File: src/sv/srts_pkg.sv
// Shared types and constants of the shortest-remaining-time scheduler.
// Used by srts_ctrl, srts_dp and the top level; depends on nothing else.
`default_nettype none

package srts_pkg;

  localparam int SLOT_COUNT = 16;
  localparam int IDX_W      = $clog2(SLOT_COUNT);
  localparam int TIME_W     = 16;
  localparam int SLOT_W     = 4;
  localparam int CMD_W      = 2;

  localparam logic [CMD_W-1:0] CMD_LOAD  = 2'd0;
  localparam logic [CMD_W-1:0] CMD_TICK  = 2'd1;
  localparam logic [CMD_W-1:0] CMD_CLEAR = 2'd2;

  // commands from the controller to the datapath
  typedef struct packed {
    logic load;
    logic clear;
    logic scan_start;
    logic scan_issue;
    logic pick_read;
    logic commit;
    logic out_zero;
    logic out_tick;
  } srts_cmd_t;

  // status from the datapath to the controller
  typedef struct packed {
    logic scan_last;
  } srts_stat_t;

endpackage

`default_nettype wire

File: src/sv/srts_ctrl.sv
// Controller state machine of the scheduler: request handshake, tick sequencing
// and the output valid flag. Depends on srts_pkg.
`default_nettype none

module srts_ctrl (
  input  wire logic                     clk,
  input  wire logic                     rst,
  input  wire logic                     in_valid,
  output logic                          in_stall,
  input  wire logic [1:0]               command,
  output logic                          out_valid,
  input  wire logic                     out_stall,
  output srts_pkg::srts_cmd_t           cmd,
  input  wire srts_pkg::srts_stat_t     stat
);
  import srts_pkg::*;

  localparam logic [2:0] ST_IDLE   = 3'd0;
  localparam logic [2:0] ST_SCAN   = 3'd1;
  localparam logic [2:0] ST_DRAIN  = 3'd2;
  localparam logic [2:0] ST_PICK   = 3'd3;
  localparam logic [2:0] ST_COMMIT = 3'd4;
  localparam logic [2:0] ST_REPORT = 3'd5;

  logic [2:0] state;
  logic [2:0] state_next;
  logic       out_free;
  logic       accept;

  assign out_free = !out_valid || !out_stall;
  assign in_stall = !((state == ST_IDLE) && out_free);
  assign accept   = in_valid && !in_stall;

  always_comb begin
    cmd        = '0;
    state_next = state;
    case (state)
      ST_IDLE: begin
        if (accept) begin
          case (command)
            CMD_LOAD: begin
              cmd.load     = 1'b1;
              cmd.out_zero = 1'b1;
            end
            CMD_TICK: begin
              cmd.scan_start = 1'b1;
              state_next     = ST_SCAN;
            end
            CMD_CLEAR: begin
              cmd.clear    = 1'b1;
              cmd.out_zero = 1'b1;
            end
            default: begin
              cmd.out_zero = 1'b1;
            end
          endcase
        end
      end
      ST_SCAN: begin
        cmd.scan_issue = 1'b1;
        if (stat.scan_last) state_next = ST_DRAIN;
      end
      ST_DRAIN: begin
        state_next = ST_PICK;
      end
      ST_PICK: begin
        cmd.pick_read = 1'b1;
        state_next    = ST_COMMIT;
      end
      ST_COMMIT: begin
        cmd.commit = 1'b1;
        state_next = ST_REPORT;
      end
      ST_REPORT: begin
        // hold the result until the output register is free
        if (out_free) begin
          cmd.out_tick = 1'b1;
          state_next   = ST_IDLE;
        end
      end
      default: begin
        state_next = ST_IDLE;
      end
    endcase
  end

  always_ff @(posedge clk) begin
    if (rst) begin
      state     <= ST_IDLE;
      out_valid <= 1'b0;
    end else begin
      state <= state_next;
      if (cmd.out_zero || cmd.out_tick) begin
        out_valid <= 1'b1;
      end else if (!out_stall) begin
        out_valid <= 1'b0;
      end
    end
  end

endmodule

`default_nettype wire

File: src/sv/srts_dp.sv
// Datapath of the scheduler: slot memories, tick clock, serial minimum search
// and the result register. Depends on srts_pkg.
`default_nettype none

module srts_dp (
  input  wire logic                              clk,
  input  wire logic                              rst,
  input  wire srts_pkg::srts_cmd_t               cmd,
  output srts_pkg::srts_stat_t                   stat,
  input  wire logic [srts_pkg::SLOT_W-1:0]       slot,
  input  wire logic [srts_pkg::TIME_W-1:0]       arrival_time,
  input  wire logic [srts_pkg::TIME_W-1:0]       burst_time,
  output logic                                   finished,
  output logic [srts_pkg::SLOT_W-1:0]            finished_slot,
  output logic [srts_pkg::TIME_W-1:0]            completion_time,
  output logic [srts_pkg::TIME_W-1:0]            waiting_time,
  output logic [srts_pkg::TIME_W-1:0]            turnaround_time,
  output logic [srts_pkg::SLOT_W-1:0]            ran_slot,
  output logic                                   cpu_idle
);
  import srts_pkg::*;

  logic [TIME_W-1:0] arrival_mem   [SLOT_COUNT];
  logic [TIME_W-1:0] remaining_mem [SLOT_COUNT];
  logic [TIME_W-1:0] burst_mem     [SLOT_COUNT];
  logic [SLOT_COUNT-1:0] slot_valid;

  logic [IDX_W-1:0]  scan_idx;
  logic [IDX_W-1:0]  rd_idx;
  logic [IDX_W-1:0]  best_idx;
  logic [IDX_W-1:0]  rd_addr;
  logic [IDX_W-1:0]  load_idx;
  logic [IDX_W-1:0]  rem_wa;
  logic              rd_live;
  logic              rd_ok;
  logic              found;
  logic              load_ok;
  logic              cand;
  logic              rem_we;
  logic              fin;
  logic [TIME_W-1:0] rd_rem;
  logic [TIME_W-1:0] rd_arr;
  logic [TIME_W-1:0] rd_bur;
  logic [TIME_W-1:0] best_rem;
  logic [TIME_W-1:0] clock_now;
  logic [TIME_W-1:0] done_time;
  logic [TIME_W-1:0] done_next;
  logic [TIME_W-1:0] tat;
  logic [TIME_W-1:0] tat_next;
  logic [TIME_W-1:0] wait_calc;
  logic [TIME_W-1:0] rem_wd;
  logic              rd_en;

  assign load_ok  = cmd.load && (32'(slot) < SLOT_COUNT);
  assign load_idx = IDX_W'(slot);
  assign rd_addr  = cmd.pick_read ? best_idx : scan_idx;
  assign rd_en    = cmd.scan_issue || cmd.pick_read;
  assign stat.scan_last = (scan_idx == IDX_W'(SLOT_COUNT - 1));

  // candidate: arrived, has work, strictly less than the best so far
  assign cand = rd_live && rd_ok && (rd_rem != '0) && (rd_arr <= clock_now) &&
                (!found || (rd_rem < best_rem));

  assign rem_we = load_ok || (cmd.commit && found);
  assign rem_wa = cmd.load ? load_idx : best_idx;
  assign rem_wd = cmd.load ? burst_time : best_rem - 1'b1;

  assign done_next = (clock_now == '1) ? clock_now : clock_now + 1'b1;
  assign tat_next  = (done_next > rd_arr) ? done_next - rd_arr : '0;
  assign wait_calc = (tat > rd_bur) ? tat - rd_bur : '0;
  assign fin       = found && (best_rem == TIME_W'(1));

  // slot memories
  always_ff @(posedge clk) begin
    if (load_ok) begin
      arrival_mem[load_idx] <= arrival_time;
      burst_mem[load_idx]   <= burst_time;
    end
    if (rem_we) begin
      remaining_mem[rem_wa] <= rem_wd;
    end
    if (rd_en) begin
      rd_arr <= arrival_mem[rd_addr];
      rd_rem <= remaining_mem[rd_addr];
      rd_bur <= burst_mem[rd_addr];
      rd_ok  <= slot_valid[rd_addr];
      rd_idx <= rd_addr;
    end
  end

  // control state: entry valid bits, clock, scan pipeline
  always_ff @(posedge clk) begin
    if (rst) begin
      slot_valid <= '0;
      clock_now  <= '0;
      rd_live    <= 1'b0;
    end else begin
      rd_live <= cmd.scan_issue;
      if (cmd.clear) begin
        slot_valid <= '0;
        clock_now  <= '0;
      end else begin
        if (load_ok) slot_valid[load_idx] <= 1'b1;
        if (cmd.commit) clock_now <= done_next;
      end
    end
  end

  // serial minimum search
  always_ff @(posedge clk) begin
    if (cmd.scan_start) begin
      scan_idx <= '0;
      found    <= 1'b0;
    end else begin
      if (cmd.scan_issue && !stat.scan_last) scan_idx <= scan_idx + 1'b1;
      if (cand) begin
        found    <= 1'b1;
        best_idx <= rd_idx;
        best_rem <= rd_rem;
      end
    end
  end

  // completion figures
  always_ff @(posedge clk) begin
    if (cmd.commit) begin
      done_time <= done_next;
      tat       <= tat_next;
    end
  end

  // result register
  always_ff @(posedge clk) begin
    if (cmd.out_zero) begin
      finished        <= 1'b0;
      finished_slot   <= '0;
      completion_time <= '0;
      waiting_time    <= '0;
      turnaround_time <= '0;
      ran_slot        <= '0;
      cpu_idle        <= 1'b0;
    end else if (cmd.out_tick) begin
      finished        <= fin;
      finished_slot   <= fin ? SLOT_W'(best_idx) : '0;
      completion_time <= fin ? done_time : '0;
      waiting_time    <= fin ? wait_calc : '0;
      turnaround_time <= fin ? tat : '0;
      ran_slot        <= found ? SLOT_W'(best_idx) : '0;
      cpu_idle        <= !found;
    end
  end

endmodule

`default_nettype wire

File: src/sv/shortest_remaining_time_scheduler_top.sv
// Top level of the shortest-remaining-time scheduler: joins controller and
// datapath and carries the checks. Depends on srts_pkg, srts_ctrl, srts_dp.
//
// Use: each request on the input channel (in_valid / in_stall) carries a
// command. A load writes arrival and burst into a slot, a clear empties every
// slot and zeroes the tick clock, and a tick runs one unit of work on the
// arrived slot with the least remaining time, ties to the lowest slot.
// Every request gives exactly one result on the output channel
// (out_valid / out_stall); load, clear and unused codes give an all-zero one.
// Latency: a load or clear result is valid one cycle after acceptance, and the
// next request may be taken in that cycle. A tick reads the slot memories one
// slot per cycle, scanning every slot in turn, then drains the compare, makes
// one memory read of the chosen slot, one commit and one report, and returns
// to the idle step that takes the next request. Only one request is in work
// at a time.
// Reset: rst clears the clock, the slot valid bits and the output flag; slot
// memories need no clearing since an empty slot is marked by its valid bit.
// Stall: a stalled result holds in the output register; a finished tick
// waits in its report step and no new request is taken until the register
// frees.
`default_nettype none

module shortest_remaining_time_scheduler_top (
  input  wire logic                          clk,
  input  wire logic                          rst,
  input  wire logic                          in_valid,
  output logic                               in_stall,
  input  wire logic [srts_pkg::CMD_W-1:0]    command,
  input  wire logic [srts_pkg::SLOT_W-1:0]   slot,
  input  wire logic [srts_pkg::TIME_W-1:0]   arrival_time,
  input  wire logic [srts_pkg::TIME_W-1:0]   burst_time,
  output logic                               out_valid,
  input  wire logic                          out_stall,
  output logic                               finished,
  output logic [srts_pkg::SLOT_W-1:0]        finished_slot,
  output logic [srts_pkg::TIME_W-1:0]        completion_time,
  output logic [srts_pkg::TIME_W-1:0]        waiting_time,
  output logic [srts_pkg::TIME_W-1:0]        turnaround_time,
  output logic [srts_pkg::SLOT_W-1:0]        ran_slot,
  output logic                               cpu_idle
);
  import srts_pkg::*;

  srts_cmd_t  cmd;
  srts_stat_t stat;

  // sequence each request
  srts_ctrl u_ctrl (
    .clk       (clk),
    .rst       (rst),
    .in_valid  (in_valid),
    .in_stall  (in_stall),
    .command   (command),
    .out_valid (out_valid),
    .out_stall (out_stall),
    .cmd       (cmd),
    .stat      (stat)
  );

  // hold the slot table, search it and build the result
  srts_dp u_dp (
    .clk             (clk),
    .rst             (rst),
    .cmd             (cmd),
    .stat            (stat),
    .slot            (slot),
    .arrival_time    (arrival_time),
    .burst_time      (burst_time),
    .finished        (finished),
    .finished_slot   (finished_slot),
    .completion_time (completion_time),
    .waiting_time    (waiting_time),
    .turnaround_time (turnaround_time),
    .ran_slot        (ran_slot),
    .cpu_idle        (cpu_idle)
  );

`ifndef SYNTHESIS
  // a request is only taken when its result has somewhere to go
  a_accept_room: assert property (@(posedge clk) disable iff (rst)
    (in_valid && !in_stall) |-> (!out_valid || !out_stall))
    else $error("request accepted while output register blocked");

  // a tick occupies the block, so the next cycle takes no request
  a_tick_busy: assert property (@(posedge clk) disable iff (rst)
    (in_valid && !in_stall && (command == CMD_TICK)) |=> in_stall)
    else $error("request accepted during tick processing");

  // a completion always reports a running slot
  a_fin_not_idle: assert property (@(posedge clk) disable iff (rst)
    out_valid |-> !(finished && cpu_idle))
    else $error("result both finished and idle");

  // the finished slot is the one that ran
  a_fin_slot: assert property (@(posedge clk) disable iff (rst)
    (out_valid && finished) |-> (finished_slot == ran_slot))
    else $error("finished slot differs from ran slot");
`endif

endmodule

`default_nettype wire

File: config.mk
export PLATFORM = sky130hd
export DESIGN_NAME = shortest_remaining_time_scheduler_top
export DESIGN_NICKNAME = d
export VERILOG_FILES = /design/src/sv/srts_pkg.sv /design/src/sv/srts_ctrl.sv /design/src/sv/srts_dp.sv /design/src/sv/shortest_remaining_time_scheduler_top.sv
export SDC_FILE = /design/constraint.sdc
export NUM_CORES = 1
export LEC_CHECK = 0
export ABC_AREA = 1
export ABC_CLOCK_PERIOD_IN_PS = 7300
export BUFFER_PORTS_ARGS = -buffer_cell sky130_fd_sc_hd__clkbuf_2
export CORE_MARGIN = 2
export CORE_UTILIZATION = 40
export DETAILED_ROUTE_END_ITERATION = 12
export GPL_TIMING_DRIVEN = 0
export PLACE_DENSITY_LB_ADDON = 0.3
export SLEW_MARGIN = 20
export SYNTH_ARGS = -nofsm -noshare
export SYNTH_HDL_FRONTEND = slang
export SYNTH_HIERARCHICAL = 1
export SYNTH_SLANG_ARGS = --single-unit
File: constraint.sdc
create_clock -name clk -period 7.3 [get_ports clk]
set_input_delay 0 -clock clk [delete_from_list [all_inputs] [get_ports clk]]
set_output_delay 0 -clock clk [all_outputs]
set_load 0.05 [all_outputs]
; ---- Word level (Yosys, flattened, before mapping)
; Memory sizes are Yosys's and may differ from the RTL's. A register that Yosys moved wholly into a read port is not among the register bits.
; Index checks and enable logic that the tools add are counted.
[word_totals]
ff_bits = 157
mem_bits_rw = 768
out_inout_bits = 60
wordCells = 116
memories = 3
[classes]
add_sub_neg = 5
order_cmp = 7
eq_ne = 15
mux = 38
n_bitwise = 2
reduce_logical = 26
[mem_list]
columns = memory, depth, width, rd, rd_ports_with_merged_regs, write_ports, line
row1 = u_dp.arrival_mem, 16, 16, 1, 1, 1, srts_dp.sv:23  ; logic [TIME_W-1:0] arrival_mem [SLOT_COUNT];
row2 = u_dp.burst_mem, 16, 16, 1, 1, 1, srts_dp.sv:25  ; logic [TIME_W-1:0] burst_mem [SLOT_COUNT];
row3 = u_dp.remaining_mem, 16, 16, 1, 1, 1, srts_dp.sv:24  ; logic [TIME_W-1:0] remaining_mem [SLOT_COUNT];
[op_table]
columns = operator, n
row1 = $mux 16, 6
row2 = $gt 16x16->1, 2
row3 = $sub 16x16->16, 2
row4 = $mux 1, 19
row5 = $mux 3, 6
row6 = $pmux 3 s6, 1
row7 = $add 16x1->16 const B, 1
row8 = $eq 16x1->1 const B, 1
row9 = $eq 16x16->1 const B, 1
row10 = $le 16x16->1, 1
row11 = $lt 16x16->1, 1
row12 = $mux 4, 4
row13 = $or 16x16->16, 1
row14 = $reduce_bool 16->1, 1
row15 = $sub 16x1->16 const B, 1
row16 = $logic_and 1x1->1, 10
row17 = $lt 4x5->1 const B, 2
row18 = $ne 2x1->1 const B, 4
row19 = $eq 3x2->1 const B, 2
row20 = $eq 3x3->1 const B, 2
row21 = $logic_not 1->1, 5
row22 = $logic_or 1x1->1, 5
row23 = $add 4x1->4 const B, 1
row24 = $bmux 1 s4, 1
row25 = 13 further kinds, 13

; ---- Longest topological paths before layout
; Gate-level depths: netlist of run 1.
[depth]
depth_word = 9
mapped_depth = 23

; ---- Cells and area by module
; The synthesis of run 1 kept the hierarchy.
[modules_own_cells]
columns = module, instances, cells_each, area_each_um2, seq_area_each_um2
row1 = srts_dp, 1, 3731, 41614.9, 28137.0
row2 = srts_ctrl, 1, 49, 309.0, 80.1

; ---- Worst setup path before layout of run 1
; No wires, ideal clock.
[synth_path]
kind = reg2reg
start = register u_ctrl.out_valid
end = memory u_dp.arrival_mem[10][0], enable pin
setup_ps = 422
arrival_ps = 2964
setup_slack_ps = 3913
path_stages_with_launch = 9
period_less_slack_ps = 3387
path_cell_list = dfxtp_1 -> nand2_1 -> nand3_2 -> nor3_1 -> buf_2 -> clkinv_1 -> nor3_1 -> inv_1 -> nor2_1
[synth_rtl]
columns = item, line
row1 = from (decl), srts_ctrl.sv:11  ; output logic out_valid,
row2 = from (signal assigned), srts_ctrl.sv:90  ; out_valid <= 1'b0;
row3 = from (signal assigned), srts_ctrl.sv:94  ; out_valid <= 1'b1;
row4 = from (signal assigned), srts_ctrl.sv:96  ; out_valid <= 1'b0;
row5 = to (decl), srts_dp.sv:23

; ---- Worst setup path in the final report of run 1
[layout_path]
start = register u_dp.clock_now[1]
end = register u_dp.tat[13], data pin
[layout_via]
elab_chain_cells = 3
word_cells_on_any_way = 5
classes_between = add/sub: 2 / order compare: 1 / eq/ne: 1 / mux: 1
[layout_lines]
columns = item, line
row1 = from (decl), srts_dp.sv:45  ; logic [TIME_W-1:0] clock_now;
row2 = from (signal assigned), srts_dp.sv:104  ; if (cmd.commit) clock_now <= done_next;
row3 = $eq 16x16->1 (*), srts_dp.sv:68  ; assign done_next = (clock_now == '1) ? clock_now : clock_now + 1'b1;
row4 = $mux 16 (*), srts_dp.sv:68
row5 = via u_dp.done_next[0], srts_dp.sv:47  ; logic [TIME_W-1:0] done_next;
row6 = $sub 16x16->16 / $gt 16x16->1 (equally long branches), srts_dp.sv:69  ; assign tat_next = (done_next > rd_arr) ? done_next - rd_arr : '0;
row7 = to (signal assigned), srts_dp.sv:128  ; tat <= tat_next;
row8 = to (decl), srts_dp.sv:48  ; logic [TIME_W-1:0] tat;
; The timed path passes the listed nets; every way through them passes the cells marked *.
; A chain may end at the register's enable or synchronous reset.

==> impl_metrics.toml, run 1 <==
[synthesis]
ys.flop_type = "edfxtp_1"
ys_types = 44
syn_area_per_cell_um2 = 11.1
yosysSeqAreaShare = 0.673
ys_seq_elements = 973
synth_area_leaders = "edfxtp_1 (63%), inv_1 (5.2%), nand2_1 (5.1%), dfxtp_1 (4.8%), nand3_1 (4.2%)"
synth_edf_count = 873
async_flop_share = 0
synth_top_cell_by_area = "edfxtp_1"
synth_top_cell_area_share = 0.625
ys.warnings.count = 6
synth_fp_nets = 3891
syn_area_um2 = 41900
syn_inst = 3780

[drt]
avgRoutedWirePerCell_um = 23.5
vias = 30000
drtIter0Drc = 3582
first_pass_iters = 8
ant_nets = 0
vias_per_cell = 5.42
drc = 0
drt_wl_total_um = 130000

[setup_path]
cp_num_buf_inv = 4
startpoint_type = "flip-flop"
criticalPathCategory = "flip-flop to flip-flop"
end_kind = "flip-flop"
r2r.worst_path.cells = 23
critPathTopFamily = "simple AND/OR/NAND/NOR gates"
crit_fanout = 10
worstPathCellList = "ha_1 -> nand2_1 -> inv_1 -> nand3_1 -> nor2_2 -> nand4_2 -> or2_0 -> nand2_1 -> inv_1 -> ha_1 -> fa_1 -> inv_1 -> nand3_1 -> nand2_1 -> nand2_1 -> nand2_1 -> nand2_1 -> nand2_1 -> nand2_1 -> nand2_1 -> nand2_2 -> buf_6 -> a21oi_1"
cp_slowest_cell = "fa_1"
critical_path_depth = 23
slowest_delay_ps = 420
cp.arrival_ps = 4330
cp_common_cell = "nand2_1"
critPathRequiredTime_ps = 7810

[cells_and_area]
layout-area-overhead-vs-synth_pct = 16.4
drive_gt1_frac = 0.118
fillers = 9419
fin_nets = 4180

[floorplanning]
die_x_um = 328
start_util = 0.404
fp.dieH_um = 328
coreArea_um2 = 104000
pin_count = 102
rows = 118
dieArea_um2 = 107000

[sta]
finalHoldViolations = 0
finClkSkew_ps = 26.3
rsz0062_at_grt = "false"
drv_slew = 0
fin_hold_ws_ps = 37.6
max_freq_ghz = 0.262
finalSetupViolCount = 0
tightest_slew_ps = 1300
slew_headroom = 0.134
totalNegativeSetupSlack_ps = 0
fin_crit_sh = 0.523
fin_crit_ps = 3820

[job]
drv_cap = 0

[clock_network]
cts_setup_buffers = 0
cts.sinks = 973
clkTransAtPathRegs_ps = 60
cts_resized = 0
htree_levels = 3
cts_made_buffers = 101
clock_path_buffers = 3
cts-root-buf = "clkbuf_16"
cts_tree = "done"
clock_latency_ps = 690

[global_route]
grt_pass1_vias = 28300
grt_first_pass_wirelength_um = 187000
met3_usage = 0.0524
use_met1 = 0.320
gr-usage-met2 = 0.373
busiest_layer = "met2"
grtUsageTotal = 0.238
gr-total-overflow = 0
antenna_found_initial = 5
grt_max_degree = 54

[power_and_ir_drop]
ir_drop_mv = 0.207
leakage_uw = 0.0187
power.total_uw = 13800
power.density_nw_per_um2 = 283

[hold_path]
hold_depth = 3
hp-class = "input pin to flip-flop"

[place]
dp.final_hpwl_um = 89700
numPortBuffers = 101
place_congestion = 0.906

[outcome]
status = "finished, final reports clean"
-- power breakdown --
part / internal (uW) / switching (uW) / total [uW]
sequential: 6130 / 23.0 / 6150
combinational: 664 / 1920 / 2590
clock: 2890 / 2170 / 5060
total: 9680 / 4120 / 13800
-- worst paths after layout --
kind | from | slack, ps | endpoint
hold / removal | slot[3] | 40 | u_dp/arrival_mem[12][15]
setup reg to reg | u_dp/clock_now[1] | 3480 | u_dp/tat[13]
setup / recovery | u_dp/clock_now[1] | 3480 | u_dp/tat[13]
hold reg to reg | u_dp/rd_idx[0] | 420 | u_dp/best_idx[0]
-- cell type report --
cell class	instances	area (um2)	share of cell area
flip-flops and latches	973	28200	0.578
multi-input cells	2028	10800	0.221
clock buffers	127	2690	0.0550
inverters	591	2220	0.0454
well taps	1380	1730	0.0354
repair buffers	186	1680	0.0344
plain buffers	188	972	0.0199
clock inverters	58	541	0.0111
diodes	2	5.00	0.000103
-- logic make-up (layout without fill, tap and decap cells) --
group,Yosys count,count (layout),share of synthesized area
compound gates,794,794,0.108
xor+xnor,28,28,0.00585
fa+ha+maj,69,69,0.0210
buf+inv,779,1150,0.0761
flops,973,973,0.673
other cells,0,2,0
simple gates,1137,1137,0.116
-- Yosys cell counts (all sizes together) (5+ instances only) --
library cell and count:
a21oi 329, a31oi 5, buf 143, clkbuf 45
dfxtp 100, edfxtp 873, ha 67, inv 589
nand2 575, nand3 357, nand4 9, nor2 154
nor3 22, nor4 5, o211ai 197, o21a 5
o21ai 249, or2 8, xor2 26
-- worst min-delay path: cells and delay by family --
family / cells / cell delay [ps]
buffers and inverters: 1 / 120
and+or+nand+nor: 2 / 420
-- sequential cells by signal, summed over array words and instances, names as in the netlist, 16 cells and up --
name / cells
u_dp/arrival_mem: 256
u_dp/waiting_time: 16
u_dp/rd_bur: 16
u_dp/best_rem: 16
u_dp/clock_now: 16
u_dp/slot_valid: 16
u_dp/rd_rem: 16
u_dp/rd_arr: 16
u_dp/turnaround_time: 16
u_dp/remaining_mem: 256
u_dp/done_time: 16
u_dp/burst_mem: 256
u_dp/completion_time: 16
u_dp/tat: 16
-- stage by stage --
step | instances | area (um2) | worst slack (ps) | util
2_1_floorplan | 3780 | 41900 | 3910 | -
3_3_place_gp | 5261 | 44200 | 1740 | 0.425
3_5_place_dp | 5302 | 45100 | 3490 | 0.435
4_1_cts | 5531 | 48800 | 3470 | 0.470
5_1_grt | 5531 | 48800 | 3030 | 0.470
6_report | 5533 | 48800 | 3480 | 0.470
-- layer usage --
layer,part of all wire,up-vias
met3,0.10,337
met5,0.00030,-
met4,0.046,6
li1,-,13700
met2,0.45,1529
met1,0.40,14400
-- cells in the final DEF (no fill, tap or decap), drive strengths merged, types with 5 or more instances in the layout --
master and n:
ha 67, clkbuf 273, nor2 154, o21ai 249
dfxtp 100, clkinv 46, a31oi 5, inv 594
o21a 5, or2 8, nor4 5, a21oi 329
bufinv 8, nand3 357, o211ai 197, edfxtp 873
nand4 9, buf 184, xor2 26, nand2 575
nor3 22, dlygate4sd3 44
-- timing repair --
item	CTS	global route
hold endpoints to repair	531	0
setup endpoints to repair	0	0
hold buffers	44	0
(Power assumes the default switching activity.)
==> inputs of run 2 (changes only) <==
Settings changed: ABC_CLOCK_PERIOD_IN_PS 7300 to 3600.
Clock period 7.3 ns to 3.6 ns, I/O delays scaled along.
==> run 2 against run 1 <==
Via count decreased by 0.24%. Cell count increased by 0.13%. First-iteration DRC count decreased by 0.42%. Clock power increased by 100%. Non-clock buffer count increased by 7. Maximum frequency increased by 13%. Die area unchanged. Power increased by 100%. Final area increased by 0.23%. Critical path type unchanged. Largest power group unchanged. Highest routed layer unchanged.
==> impl_metrics.toml, run 2 (synthesized netlist as in run 1, its figures left out) <==
[outcome]
status = "finished, final reports clean"

[sta]
tightest_slew_ps = 1310
finClkSkew_ps = 24.4
rsz0062_at_grt = "false"
fin_crit_ps = 3370
finalHoldViolations = 0
fin_ws_ps = 230
finalSetupViolCount = 0
max_freq_ghz = 0.297
drv_slew = 0
fin_crit_sh = 0.936
slew_headroom = 0.130

[setup_path]
worstPathCellList = "nor2_4 -> nand2_4 -> inv_2 -> nand3_2 -> nor3_1 -> buf_2 -> clkinv_1 -> nor3_1 -> inv_1 -> dlygate4sd3_1 -> nor2_4 -> buf_12 -> buf_12"
cp_slowest_cell = "dlygate4sd3_1"
r2r.worst_path.cells = 13
crit_fanout = 16
critical_path_depth = 13
startpoint_type = "flip-flop"
critPathRequiredTime_ps = 3970
slowest_delay_ps = 650
criticalPathCategory = "flip-flop to flip-flop"
critPathTopFamily = "buffers and inverters"
cp_num_buf_inv = 7
end_kind = "flip-flop"
cp.arrival_ps = 3740

[clock_network]
htree_levels = 3
cts_tree = "done"
clock_latency_ps = 690
cts-root-buf = "clkbuf_16"
clock_path_buffers = 3
cts.sinks = 973
clkTransAtPathRegs_ps = 60
cts_made_buffers = 101

[floorplanning]
pin_count = 102
start_util = 0.404
fp.dieH_um = 328
die_x_um = 328
coreArea_um2 = 104000
dieArea_um2 = 107000
rows = 118

[drt]
avgRoutedWirePerCell_um = 23.4
drc = 0
vias_per_cell = 5.40
ant_nets = 0
drtIter0Drc = 3567
drt_wl_total_um = 130000
vias = 29900
first_pass_iters = 8

[cells_and_area]
fin_nets = 4187
final_core_util = 0.471
fillers = 9400
drive_gt1_frac = 0.121
top_regs = "u_dp/arrival_mem: 256 flops, u_dp/burst_mem: 256 flops, u_dp/remaining_mem: 256 flops"
final_common_cell = "edfxtp_1"
final_cell_mix = "edfxtp_1 (873), inv_1 (581), nand2_1 (569), nand3_1 (354), a21oi_1 (325)"
layout-area-overhead-vs-synth_pct = 16.7

[place]
numPortBuffers = 101
place_congestion = 0.906
dpl_worst_slack_ps = -209
dp.final_hpwl_um = 89700

[global_route]
grt_first_pass_wirelength_um = 187000
gr-total-overflow = 0
grt_max_degree = 54
antenna_found_initial = 5
grtUsageTotal = 0.238
grt_pass1_vias = 28300

[hold_path]
hold_depth = 3
hp-class = "input pin to flip-flop"

[job]
drv_cap = 0

[power_and_ir_drop]
ir_drop_mv = 0.421
power.density_nw_per_um2 = 573
leakage_uw = 0.0188
run 2: layout make-up:
cell class / instances / area [um2] / share of cell area
flip-flops and latches: 973 / 28200 / 0.577
plain buffers: 188 / 972 / 0.0199
inverters: 591 / 2220 / 0.0453
well taps: 1380 / 1730 / 0.0353
clock inverters: 58 / 541 / 0.0110
repair buffers: 193 / 1740 / 0.0355
diodes: 2 / 5.00 / 0.000102
clock buffers: 127 / 2690 / 0.0549
multi-input cells: 2028 / 10800 / 0.221
run 2: worst reg2reg max path, cell delays in order, from the launching register on:
cell           delay, ps
dfxtp_1              370
nor2_4               190
nand2_4               80
inv_2                 80
nand3_2               80
nor3_1               130
buf_2                260
clkinv_1             240
nor3_1               210
inv_1                180
dlygate4sd3_1        650
nor2_4               180
buf_12               210
buf_12               200
run 2: power by group:
part           switching [uW]  leakage [uW]  internal, uW
combinational            3910       0.00850          1350
sequential               46.3       0.00868         12400
clock                    4420       0.00158          5860
run 2: stage by stage:
stage	hold slack (ps)	area (um2)	total power (uW)	instances	setup TNS, ps
3_3_place_gp	287	44200	17600	5261	-1170540
6_report	205	48900	28000	5540	0
4_1_cts	188	48900	28000	5535	0
2_1_floorplan	69.1	41900	15500	3780	0
3_5_place_dp	289	45100	17700	5302	-1240
5_1_grt	213	48900	28800	5538	0
run 2: repair_timing:
item | 4_1_cts | 5_1_grt
setup endpoints to repair | 13 | 156
buffers inserted | 1 | 3
pin swaps | 1 | 1
endpoints found under the hold margin | 531 | 0
hold buffers | 47 | 0
resized for setup | 7 | 10
run 2: worst paths after layout:
path	startpoint	slack, ps	endpoint
worst max-delay path	u_ctrl/state[0]	230	u_dp/arrival_mem[12][0]
worst min-delay path	rst	210	u_ctrl/state[1]
worst max register to register	u_ctrl/state[0]	230	u_dp/arrival_mem[12][0]
worst min register to register	u_dp/rd_idx[1]	420	u_dp/best_idx[1]
run 2: metal layers:
metal / up-vias / GRT usage / part of all wire / routed length (um)
li1: 13700 / - / - / -
met1: 14400 / 0.320 / 0.40 / 52100
met2: 1520 / 0.373 / 0.45 / 58300
met3: 324 / 0.0528 / 0.10 / 13500
met4: 6 / 0.101 / 0.046 / 5980
met5: - / 0 / 0.00030 / 39
